==> src/hw/rtl/ctkc_pkg.sv <==
// ----------------------------------------------------------------------------
// ctkc_pkg
// Shared types, codes and helpers for the cook-timer keypad controller.
// ----------------------------------------------------------------------------
package ctkc_pkg;

	localparam int MAX_TEMP_DEFAULT = 250;

	localparam logic [1:0] ACT_KEY  = 2'd0;
	localparam logic [1:0] ACT_TICK = 2'd1;
	localparam logic [1:0] ACT_MENU = 2'd2;

	localparam logic [3:0] KEY_START = 4'd4;
	localparam logic [3:0] KEY_PAUSE = 4'd5;
	localparam logic [3:0] KEY_STOP  = 4'd6;
	localparam logic [3:0] KEY_DIGIT_MAX = 4'd9;
	localparam logic [3:0] KEY_CLEAR = 4'd10;
	localparam logic [3:0] KEY_ENTER = 4'd11;

	localparam logic [1:0] FLD_MICRO_MIN = 2'd0;
	localparam logic [1:0] FLD_MICRO_SEC = 2'd1;
	localparam logic [1:0] FLD_CONV_TEMP = 2'd0;
	localparam logic [1:0] FLD_CONV_MIN  = 2'd1;
	localparam logic [1:0] FLD_CONV_SEC  = 2'd2;

	localparam logic [5:0] SEC_MAX = 6'd59;
	localparam logic [1:0] TEMP_DIGITS_MAX = 2'd3;

	typedef enum logic [1:0] {
		MODE_MENU  = 2'd0,
		MODE_MICRO = 2'd1,
		MODE_CONV  = 2'd2,
		MODE_RUN   = 2'd3
	} mode_t;

	typedef struct packed {
		mode_t       mode;
		logic [1:0]  field;
		logic [6:0]  minutes;
		logic [5:0]  seconds;
		logic [7:0]  temp;
		logic [1:0]  tcnt;
		logic [7:0]  ctemp;
		logic        run;
		logic        pause;
		logic        fan;
		logic        ten;
	} state_t;

	// Low decimal digit of a value below 128, by reciprocal multiplication.
	function automatic logic [3:0] low_digit(input logic [6:0] v);
		logic [14:0] prod;
		logic [3:0]  q;
		logic [6:0]  r;
		prod = {8'd0, v} * 15'd205;
		q    = prod[14:11];
		r    = v - ({3'd0, q} * 7'd10);
		return r[3:0];
	endfunction

	// Shifts a decimal digit into a two-digit field.
	function automatic logic [6:0] shift_digit(input logic [6:0] v, input logic [3:0] k);
		logic [6:0] d;
		d = {3'd0, low_digit(v)};
		return (d * 7'd10) + {3'd0, k};
	endfunction

endpackage

==> src/hw/rtl/cook_timer_keypad_controller.sv <==
// ----------------------------------------------------------------------------
// cook_timer_keypad_controller
// Appliance cook-timer: keypad entry, menu selection and second countdown.
// ----------------------------------------------------------------------------
// Each accepted item (keypad press, one-second tick or menu selection) yields
// one registered result item, carrying the full screen and flag state.
// The block takes one item per clock; the state register doubles as the
// result register, so a new item is taken whenever the result is consumed in
// the same cycle or no result is pending.
module cook_timer_keypad_controller import ctkc_pkg::*; #(
	parameter int MAX_TEMP = MAX_TEMP_DEFAULT
) (
	input  logic        clk,
	input  logic        arst_n,
	input  logic        s_tvalid,
	output logic        s_tready,
	input  logic [7:0]  s_tdata,  // key_code[3:0], menu_choice[4], zero fill
	input  logic [1:0]  s_tuser,  // action[1:0]
	output logic        m_tvalid,
	input  logic        m_tready,
	// screen_mode[1:0], edit_field[3:2], minutes_shown[10:4],
	// seconds_shown[16:11], temp_entry[24:17], set_temp[32:25], running[33],
	// paused[34], fan_on[35], tick_enable[36], done_pulse[37], zero fill
	output logic [39:0] m_tdata
);

	state_t st_q;
	state_t st_nxt;
	logic   done_q;
	logic   done_nxt;
	logic   m_tvalid_q;
	logic   accept;

	assign s_tready = !m_tvalid_q || m_tready;
	assign accept   = s_tvalid && s_tready;

	ctkc_next #(
		.MAX_TEMP(MAX_TEMP)
	) u_next (
		.cur        (st_q),
		.action     (s_tuser),
		.key_code   (s_tdata[3:0]),
		.menu_choice(s_tdata[4]),
		.nxt        (st_nxt),
		.done       (done_nxt)
	);

	always_ff @(posedge clk or negedge arst_n) begin
		if (!arst_n) begin
			st_q       <= '0;
			done_q     <= 1'b0;
			m_tvalid_q <= 1'b0;
		end else begin
			if (accept) begin
				st_q   <= st_nxt;
				done_q <= done_nxt;
			end
			if (accept) begin
				m_tvalid_q <= 1'b1;
			end else if (m_tready) begin
				m_tvalid_q <= 1'b0;
			end
		end
	end

	assign m_tvalid = m_tvalid_q;
	assign m_tdata  = {2'b00, done_q, st_q.ten, st_q.fan, st_q.pause, st_q.run,
		st_q.ctemp, st_q.temp, st_q.seconds, st_q.minutes, st_q.field, st_q.mode};

	a_run_no_pause: assert property (@(posedge clk) disable iff (!arst_n)
		st_q.run |-> !st_q.pause)
		else $error("running and paused both set");

	a_run_in_run_mode: assert property (@(posedge clk) disable iff (!arst_n)
		st_q.run |-> (st_q.mode == MODE_RUN))
		else $error("countdown active outside the running screen");

	a_done_to_menu: assert property (@(posedge clk) disable iff (!arst_n)
		done_q |-> ((st_q.mode == MODE_MENU) && !st_q.run && !st_q.fan))
		else $error("done pulse without return to menu");

	a_accept_gives_result: assert property (@(posedge clk) disable iff (!arst_n)
		accept |=> m_tvalid)
		else $error("accepted item produced no result");

endmodule

==> src/hw/rtl/ctkc_next.sv <==
// ----------------------------------------------------------------------------
// ctkc_next
// Next-state logic: applies one keypad, tick or menu item to the state.
// ----------------------------------------------------------------------------
module ctkc_next import ctkc_pkg::*; #(
	parameter int MAX_TEMP = MAX_TEMP_DEFAULT
) (
	input  state_t     cur,
	input  logic [1:0] action,
	input  logic [3:0] key_code,
	input  logic       menu_choice,
	output state_t     nxt,
	output logic       done
);

	localparam logic [11:0] TempCap = 12'(MAX_TEMP);

	logic [6:0]  min_shift;
	logic [6:0]  sec_shift;
	logic [11:0] temp_wide;
	logic [11:0] temp_clamped;
	logic        is_digit;

	assign is_digit  = (key_code <= KEY_DIGIT_MAX);
	assign min_shift = shift_digit(cur.minutes, key_code);
	assign sec_shift = shift_digit({1'b0, cur.seconds}, key_code);
	assign temp_wide = (cur.tcnt == 2'd0) ? {8'd0, key_code}
		: ({4'd0, cur.temp} * 12'd10) + {8'd0, key_code};
	assign temp_clamped = (temp_wide > TempCap) ? TempCap : temp_wide;

	always_comb begin
		nxt  = cur;
		done = 1'b0;
		case (action)
			ACT_KEY: begin
				case (cur.mode)
					MODE_MICRO: begin
						if (is_digit) begin
							if (cur.field == FLD_MICRO_MIN) begin
								nxt.minutes = min_shift;
							end else if (sec_shift <= {1'b0, SEC_MAX}) begin
								nxt.seconds = sec_shift[5:0];
							end
						end else if (key_code == KEY_CLEAR) begin
							nxt.minutes = '0;
							nxt.seconds = '0;
							nxt.field   = FLD_MICRO_MIN;
						end else if (key_code == KEY_ENTER) begin
							if (cur.field == FLD_MICRO_MIN) begin
								nxt.field = FLD_MICRO_SEC;
							end else begin
								nxt.run   = 1'b1;
								nxt.pause = 1'b0;
								nxt.field = FLD_MICRO_MIN;
								nxt.mode  = MODE_RUN;
								nxt.fan   = 1'b1;
								nxt.ten   = 1'b1;
							end
						end
					end
					MODE_CONV: begin
						if (is_digit) begin
							if (cur.field == FLD_CONV_TEMP) begin
								nxt.temp = temp_clamped[7:0];
								if (cur.tcnt < TEMP_DIGITS_MAX) begin
									nxt.tcnt = cur.tcnt + 2'd1;
								end
							end else if (cur.field == FLD_CONV_MIN) begin
								nxt.minutes = min_shift;
							end else if (sec_shift <= {1'b0, SEC_MAX}) begin
								nxt.seconds = sec_shift[5:0];
							end
						end else if (key_code == KEY_CLEAR) begin
							if (cur.field == FLD_CONV_TEMP) begin
								nxt.temp = '0;
								nxt.tcnt = '0;
							end else if (cur.field == FLD_CONV_MIN) begin
								nxt.minutes = '0;
							end else begin
								nxt.seconds = '0;
							end
						end else if (key_code == KEY_ENTER) begin
							if (cur.field == FLD_CONV_TEMP) begin
								nxt.field = FLD_CONV_MIN;
							end else if (cur.field == FLD_CONV_MIN) begin
								nxt.field = FLD_CONV_SEC;
							end else begin
								nxt.ctemp = cur.temp;
								nxt.tcnt  = '0;
								nxt.run   = 1'b1;
								nxt.pause = 1'b0;
								nxt.field = FLD_CONV_TEMP;
								nxt.mode  = MODE_RUN;
								nxt.fan   = 1'b1;
								nxt.ten   = 1'b1;
							end
						end
					end
					MODE_RUN: begin
						nxt.fan = 1'b1;
						if (key_code == KEY_START) begin
							nxt.run   = 1'b1;
							nxt.pause = 1'b0;
							nxt.ten   = 1'b1;
						end else if (key_code == KEY_PAUSE) begin
							nxt.run   = 1'b0;
							nxt.pause = 1'b1;
							nxt.ten   = 1'b0;
						end else if (key_code == KEY_STOP) begin
							nxt.run     = 1'b0;
							nxt.pause   = 1'b0;
							nxt.ten     = 1'b0;
							nxt.minutes = '0;
							nxt.seconds = '0;
							nxt.mode    = MODE_MENU;
						end
					end
					default: begin
					end
				endcase
			end
			ACT_TICK: begin
				// The minutes and seconds pair is the countdown itself while running.
				if (cur.run) begin
					if (cur.seconds != 6'd0) begin
						nxt.seconds = cur.seconds - 6'd1;
					end else if (cur.minutes != 7'd0) begin
						nxt.seconds = SEC_MAX;
						nxt.minutes = cur.minutes - 7'd1;
					end else begin
						nxt.ten   = 1'b0;
						nxt.run   = 1'b0;
						nxt.pause = 1'b0;
						nxt.field = '0;
						nxt.fan   = 1'b0;
						nxt.mode  = MODE_MENU;
						done      = 1'b1;
					end
				end
			end
			ACT_MENU: begin
				if (cur.mode == MODE_MENU) begin
					nxt.mode = menu_choice ? MODE_CONV : MODE_MICRO;
				end
			end
			default: begin
			end
		endcase
	end

endmodule

==> config.mk <==
export PLATFORM = sky130hd
export DESIGN_NAME = cook_timer_keypad_controller
export DESIGN_NICKNAME = d
export VERILOG_FILES = /design/src/hw/rtl/ctkc_pkg.sv /design/src/hw/rtl/cook_timer_keypad_controller.sv /design/src/hw/rtl/ctkc_next.sv
export SDC_FILE = /design/constraint.sdc
export NUM_CORES = 1
export LEC_CHECK = 0
export ABC_CLOCK_PERIOD_IN_PS = 7500
export BUFFER_PORTS_ARGS = -buffer_cell sky130_fd_sc_hd__buf_4
export CAP_MARGIN = 0
export CORE_MARGIN = 8
export CORE_UTILIZATION = 50
export DETAILED_ROUTE_END_ITERATION = 8
export GPL_TIMING_DRIVEN = 0
export PLACE_DENSITY = 0.68
export SLEW_MARGIN = 20
export SYNTH_ARGS = -nofsm -noshare
export SYNTH_HDL_FRONTEND = slang
export SYNTH_SLANG_ARGS = --single-unit
==> constraint.sdc <==
create_clock -name clk -period 7.5 [get_ports clk]
set_input_delay 0.375 -clock clk [delete_from_list [all_inputs] [get_ports clk]]
set_output_delay 0.375 -clock clk [all_outputs]
set_load 0.005 [all_outputs]
======== Word level (Yosys, flattened, before mapping) ========
Index checks and enable logic that the tools add are counted.
cells by class
  $add $sub $neg .......................... 8
  equality and inequality tests ........... 46
  muxes and demuxes ....................... 75
  $lt $le $gt $ge ......................... 4
  reduce and logical (&&, ||, !) cells .... 24
  multiply operators ...................... 7
  bitwise gates (word level) .............. 4
operator list
  operator                                                             count
  13-bit 2-to-1 mux                                                    8
  4-bit 2-to-1 mux                                                     15
  14-bit 2-to-1 mux                                                    3
  13-bit case mux with 3 select lines                                  1
  2-bit 2-to-1 mux                                                     16
  6-bit 2-to-1 mux                                                     5
  3-bit inequality test, second input constant                         10
  15-bit case mux with 2 select lines                                  1
  15-bit AND reduction                                                 2
  4-bit inequality test, second input constant                         7
  23-bit 2-to-1 mux                                                    1
  21-bit 2-to-1 mux                                                    1
  7-bit 2-to-1 mux                                                     3
  10-bit 2-to-1 mux                                                    2
  19-bit AND reduction                                                 1
  17-bit 2-to-1 mux                                                    1
  16-bit AND reduction                                                 1
  7-bit by 8-bit multiplier with 15-bit output, second input constant  1
  7-bit by 4-bit adder with 7-bit output                               2
  6-bit by 8-bit multiplier with 14-bit output, second input constant  1
  14-bit AND reduction                                                 1
  13-bit AND reduction                                                 1
  12-bit by 4-bit adder with 12-bit output                             1
  4-bit by 3-bit == test with 1-bit output, second input constant      3
  other kinds (42)                                                     80
word-level totals
  logic and storage cells ................. 181
  bits of input ports ..................... 14
  register bits after elaboration ......... 41

======== Logic depth before layout (Yosys ltp) ========
  word-level depth ........................ 12
  gate-level depth with buffers ........... 28
  depth with buffers taken out ............ 28

======== Hierarchy ========
Synthesis repeated with hierarchy kept, for this count alone.
second synthesis, totals
  cell total of the unflattened synthesis .. 713
  area, all modules ....................... 6397.4 um^2
modules (own cells, without submodules)
  module                        times used  cells an instance  area each (um^2)  seq. area each (um^2)
  ctkc_next                     1           584                4390.5            0.0
  cook_timer_keypad_controller  1           129                2006.9            1026.0

======== Least setup slack after synthesis ========
No wires, ideal clock.
  kind .................................... register to register
  start point ............................. register st_q, in the netlist m_tdata[11]
  end point ............................... register st_q, in the netlist m_tdata[12]
  setup time .............................. 121 ps
  data required time ...................... 7379 ps
  stages on the path, launching flop included .. 27
  arrival ................................. 6822 ps
  slack ................................... 557 ps
  cell sequence ........................... dfrtp_1 -> clkbuf_1 -> inv_1 -> ha_1 -> fa_1 -> fa_1 -> ha_1 -> a2111o_1 -> o21a_1 -> xnor2_1 -> ha_1 -> fa_1 -> xor2_1 -> xor2_2 -> xnor2_1 -> ha_1 -> ha_1 -> inv_1 -> fa_1 -> xnor2_1 -> a2bb2oi_1 -> nor2_1 -> nor2_1 -> a21o_1 -> mux2_4 -> a32o_1 -> a22o_1
on the way
  cells in the longest elaborated chain, start to end .. 12
  elaborated cells on any way between the ends .. 20
  those cells by class .................... add/sub: 3; mul: 3; order compare: 1; eq/ne: 1; mux: 10; reduce/logical: 2
ends and longest elaborated chain
  item                                                       RTL line                            RTL
  from (decl)                                                cook_timer_keypad_controller.sv:27  state_t st_q;
  from (signal assigned)                                     cook_timer_keypad_controller.sv:55  st_q <= st_nxt;
  6-bit by 8-bit multiplier with 14-bit output               ctkc_pkg.sv:55                      prod = {8'd0, v} * 15'd205;
  3-bit by 3-bit multiplier with 3-bit output                ctkc_pkg.sv:57                      r = v - ({3'd0, q} * 7'd10);
  4-bit subtractor                                           ctkc_pkg.sv:57
  4-bit by 3-bit multiplier with 6-bit output                ctkc_pkg.sv:65                      return (d * 7'd10) + {3'd0, k};
  7-bit by 4-bit adder with 7-bit output                     ctkc_pkg.sv:65
  7-bit by 6-bit less-or-equal comparator with 1-bit output  ctkc_next.sv:41, ctkc_next.sv:70
  6-bit 2-to-1 mux                                           ctkc_next.sv:41, ctkc_next.sv:70
  6-bit 2-to-1 mux                                           ctkc_next.sv:68                     end else if (cur.field == FLD_CONV_MIN) begin
  13-bit 2-to-1 mux                                          ctkc_next.sv:63                     if (cur.field == FLD_CONV_TEMP) begin
  23-bit 2-to-1 mux                                          ctkc_next.sv:62                     if (is_digit) begin
  13-bit case mux with 3 select lines                        ctkc_next.sv:36                     case (cur.mode)
  15-bit case mux with 2 select lines                        ctkc_next.sv:34                     case (action)
Parallel ways exist; a longest one is shown, timed or not. The select of a mux whose other input is x is not followed.
A chain may end at the register's enable or synchronous reset.

======== Worst setup path in the final report ========
Same ends and word-level chain as after synthesis.

==> flow_results.org <==
** Worst hold path
- Worst hold path type :: input port to asynchronous set/reset pin

** Timing
- Clock Skew :: 0.004903 ns
- Headroom to the max-slew limit came out at 41.26%.
- Derived from the worst setup path, the maximum achievable clock frequency is 0.1394 GHz.
- The final number of max-transition violations is 0.
- Hold timing on the final database bottoms out at a slack of 0.07556 ns.
- Count of final setup violators :: 0
- The final hold violation count came to 0.
- Fin crit share :: 95.68%
- Worst-Margin Slew :: 0.8688 ns
- Setup repair after global routing missed its margin :: false
- Final critical-path required period :: 7.176 ns

** Worst setup path
- Largest stage delay on the critical path :: 0.52 ns
- CP startpoint kind :: flop
- Worst EP required :: 7.68 ns
- The setup check on the worst reg-to-reg path leaves a slack of 0.32 ns.
- CP Depth :: 26
- Worst setup path category :: flop to flop
- The worst setup path is captured at a flop.
- Launching point of the worst reg2reg path :: m_tdata[11]
- In this run the critical register-to-register path is captured at m_tdata[12].
- For this design, the slowest cell found on the critical path is a2111o_1.
- The cell family contributing the most delay on the critical path is adder cells.
- Worst setup path startpoint :: m_tdata[11]
- Cell mode on critical path :: ha_1
- Counting both buffers and inverters, the worst setup path holds a total of 3.
- Worst setup path end :: m_tdata[12]
- CP max FO :: 9
- Critical path arrival :: 7.35 ns
- The number of cells on the worst reg-to-reg path is 26.

** Floorplanning
- Once the floorplan was initialized, standard cells occupied 51.13% of the core.
- Area of the die :: 15330 um^2
- Number of top-level pins :: 56
- The region available for standard cell placement spans 11370 um^2.
- Overall die width :: 123.8 um
- Die H :: 123.8 um
- The initialized floorplan defines 39 standard-cell rows.

** Yosys
- Synthesis handed over a netlist of 664 instances.
- Combined area of all synthesized cells :: 5813 um^2
- Top cell type by total area after synthesis :: ha_1
- Of all flip-flops after synthesis, the portion carrying an async set or reset was 100.0%.
- Proportion of synthesized chip area in sequential cells :: 17.65%
- By count the netlist is led by 107 x ha_1, 65 x inv_1, 51 x nand2_1, 41 x dfrtp_1, 40 x buf_4.
- Mean instance size in the synthesized netlist :: 8.755 um^2
- The number of different library cells used by synthesis comes to 75.
- Top post-synthesis cells by area :: ha_1 23%, dfrtp_1 18%, fa_1 7.6%
- Yosys mapped a number of flops with a built-in enable equal to 0.
- In the post-synthesis netlist, the cell with the most instances is ha_1.
- Synthesized flop and latch total :: 41
- The top cell type by area accounts for 23.03% of the synthesized area.
- For this run, the leading register cell type out of synthesis is dfrtp_1.
- Warnings, synthesis :: 0

** GRT
- Via count of the first global-routing pass :: 4835
- Entering global routing, the biggest net connects 42 pins.
- The number of antenna violations at the first check in global routing came to 0.
- Global routing used 18.06% of the available tracks.
- The first global-routing pass estimated 22.74 mm of wire.
- Global routing finished with a remaining overflow of 0.

** CTS
- Max Root-Sink Buffers :: 2
- TritonCTS built the clock tree.
- After clock tree synthesis, the clock-pin slew on the worst setup and hold paths is 0.06 ns.
- Number of H-tree branching levels :: 2
- Clock latency of the later-clocked register in the worst-skew pair :: 0.29 ns
- Clock sinks :: 41
- Clock tree synthesis inserted a total of 5 buffers.
- The tree is rooted in a clkbuf_16.

** Cells and area
- The final layout contains 867 nets.
- Diode count :: 0
- Fill cells in the final layout number 1010.
- Share of layout cells above drive strength 1 :: 18.07%
- Cell area after layout :: 6598 um^2
- Compared with the post-synthesis result, the final layout area differs by 13.50%.

** Placement
- DP HPWL :: 11.05 mm
- Final estimated routing congestion in global placement :: 0.9134
- Input and output buffers added on the ports amount to 50.
- Post-DP Area :: 6382 um^2

** Drt
- Post-route DRC :: 0
- First drt pass iteration count :: 8
- Number of nets with antenna violations after detailed routing :: 0
- Routed vias :: 4983
- After detailed routing, the number of vias per cell comes to 5.741.
- After detailed routing, the average wire length per cell comes to 16.01 um.
- After the first detailed-routing iteration, the DRC count stood at 405.
- Wire length after detailed routing :: 13.90 mm

** Status
- The flow ran to the end, and the final reports show no timing, DRC or antenna violations.

** Flow run
- Across the run, the number of max-cap violations was 0.
-- worst min-delay path by stage --
| stage | from | endpoint | slack (ns) | depth (start not counted) |
|---|---|---|---|---|
| finish | arst_n | m_tdata[29] | 0.08 | 1 |
| global placement | arst_n | m_tdata[30] | 0.40 | 1 |
| detailed placement | arst_n | m_tdata[29] | 0.40 | 1 |
| floorplan | arst_n | done_q | 0.08 | 0 |
| global route | arst_n | m_tdata[30] | 0.11 | 1 |
| CTS | arst_n | m_tdata[29] | 0.10 | 1 |
-- state kept, by name, summed over array words and instances, names as in the netlist --
name and count:
m_tdata 37, st_q 2, done_q 1, m_tvalid 1
-- layout by cell type (no fill, tap or decap), types with 5 or more instances in the layout --
cell / instances
o21ai_1: 22
nor3_1: 12
nand3_1: 13
mux2_2: 9
buf_4: 91
o21ai_0: 16
nor2_1: 36
and3_1: 6
a21oi_1: 36
clkbuf_1: 14
nand2_1: 51
mux2i_1: 8
xnor2_1: 19
clkbuf_16: 5
o221ai_1: 5
o21a_1: 5
ha_1: 107
inv_1: 65
o31ai_1: 6
fa_1: 22
a32oi_1: 5
nor2b_1: 7
a21o_1: 12
xor2_1: 7
dfrtp_1: 40
-- worst register-to-register path, delay by kind of cell (launching register included) --
kind                       cells  cell delay, ns
xor gates and xnor gates       5            0.96
and+or+nand+nor                2            0.31
DFF                            1            0.48
AOI/OAI and AO/OA              6            1.51
muxes                          1            0.30
adders and majority gates      9            3.09
buffers and inverters          3            0.40
-- per-stage QoR --
stage	worst slack, ns	util, %	setup TNS, ns	std cells
2_1_floorplan	0.5566	-	0	665
4_1_cts	0.02141	57.83	0	867
6_report	0.3238	58.03	0	868
5_1_grt	0.01243	58.03	0	868
3_5_place_dp	-0.2292	56.14	-0.4334	859
3_3_place_gp	-0.2267	56.04	-0.3678	858
-- metal layers --
layer / GRT usage [%] / share of wire, %
met3: 1.904 / 5.3
met2: 30.82 / 48
met4: 3.988 / 0.99
met1: 24.10 / 45
met5: 0 / 0
-- final cells by class --
| class | instances | area, um^2 | share of cell area, % |
|---|---|---|---|
| Inverter | 69 | 259.0 | 3.926 |
| Multi-Input combinational cell | 499 | 4193 | 63.55 |
| Sequential cell | 41 | 1027 | 15.57 |
| Timing Repair Buffer | 52 | 387.9 | 5.879 |
| Tap cell | 143 | 178.9 | 2.712 |
| Clock buffer | 5 | 125.1 | 1.896 |
| Clock inverter | 3 | 65.06 | 0.9862 |
| Buffer | 56 | 361.6 | 5.481 |
-- kinds of logic after synthesis --
| family | count (synthesis) | share of synthesized area, % |
|---|---|---|
| other cells | 1 | 0.06451 |
| xor+xnor | 31 | 5.252 |
| buf+inv | 125 | 10.65 |
| flops | 41 | 17.65 |
| compound gates | 158 | 18.53 |
| mux | 20 | 3.810 |
| fa+ha+maj | 129 | 30.61 |
| simple gates | 159 | 13.43 |
-- repair_timing --
item                                    in CTS  in global routing
pin swaps                                    1                  0
buffers inserted                             0                  1
hold buffers                                 0                  0
gates resized for setup                      2                  2
endpoints found under the hold margin        0                  0
endpoints found under the setup margin       6                  6
Power is not shown: default switching activity piles up to over one toggle a cycle in this logic, so the estimate is an artifact.
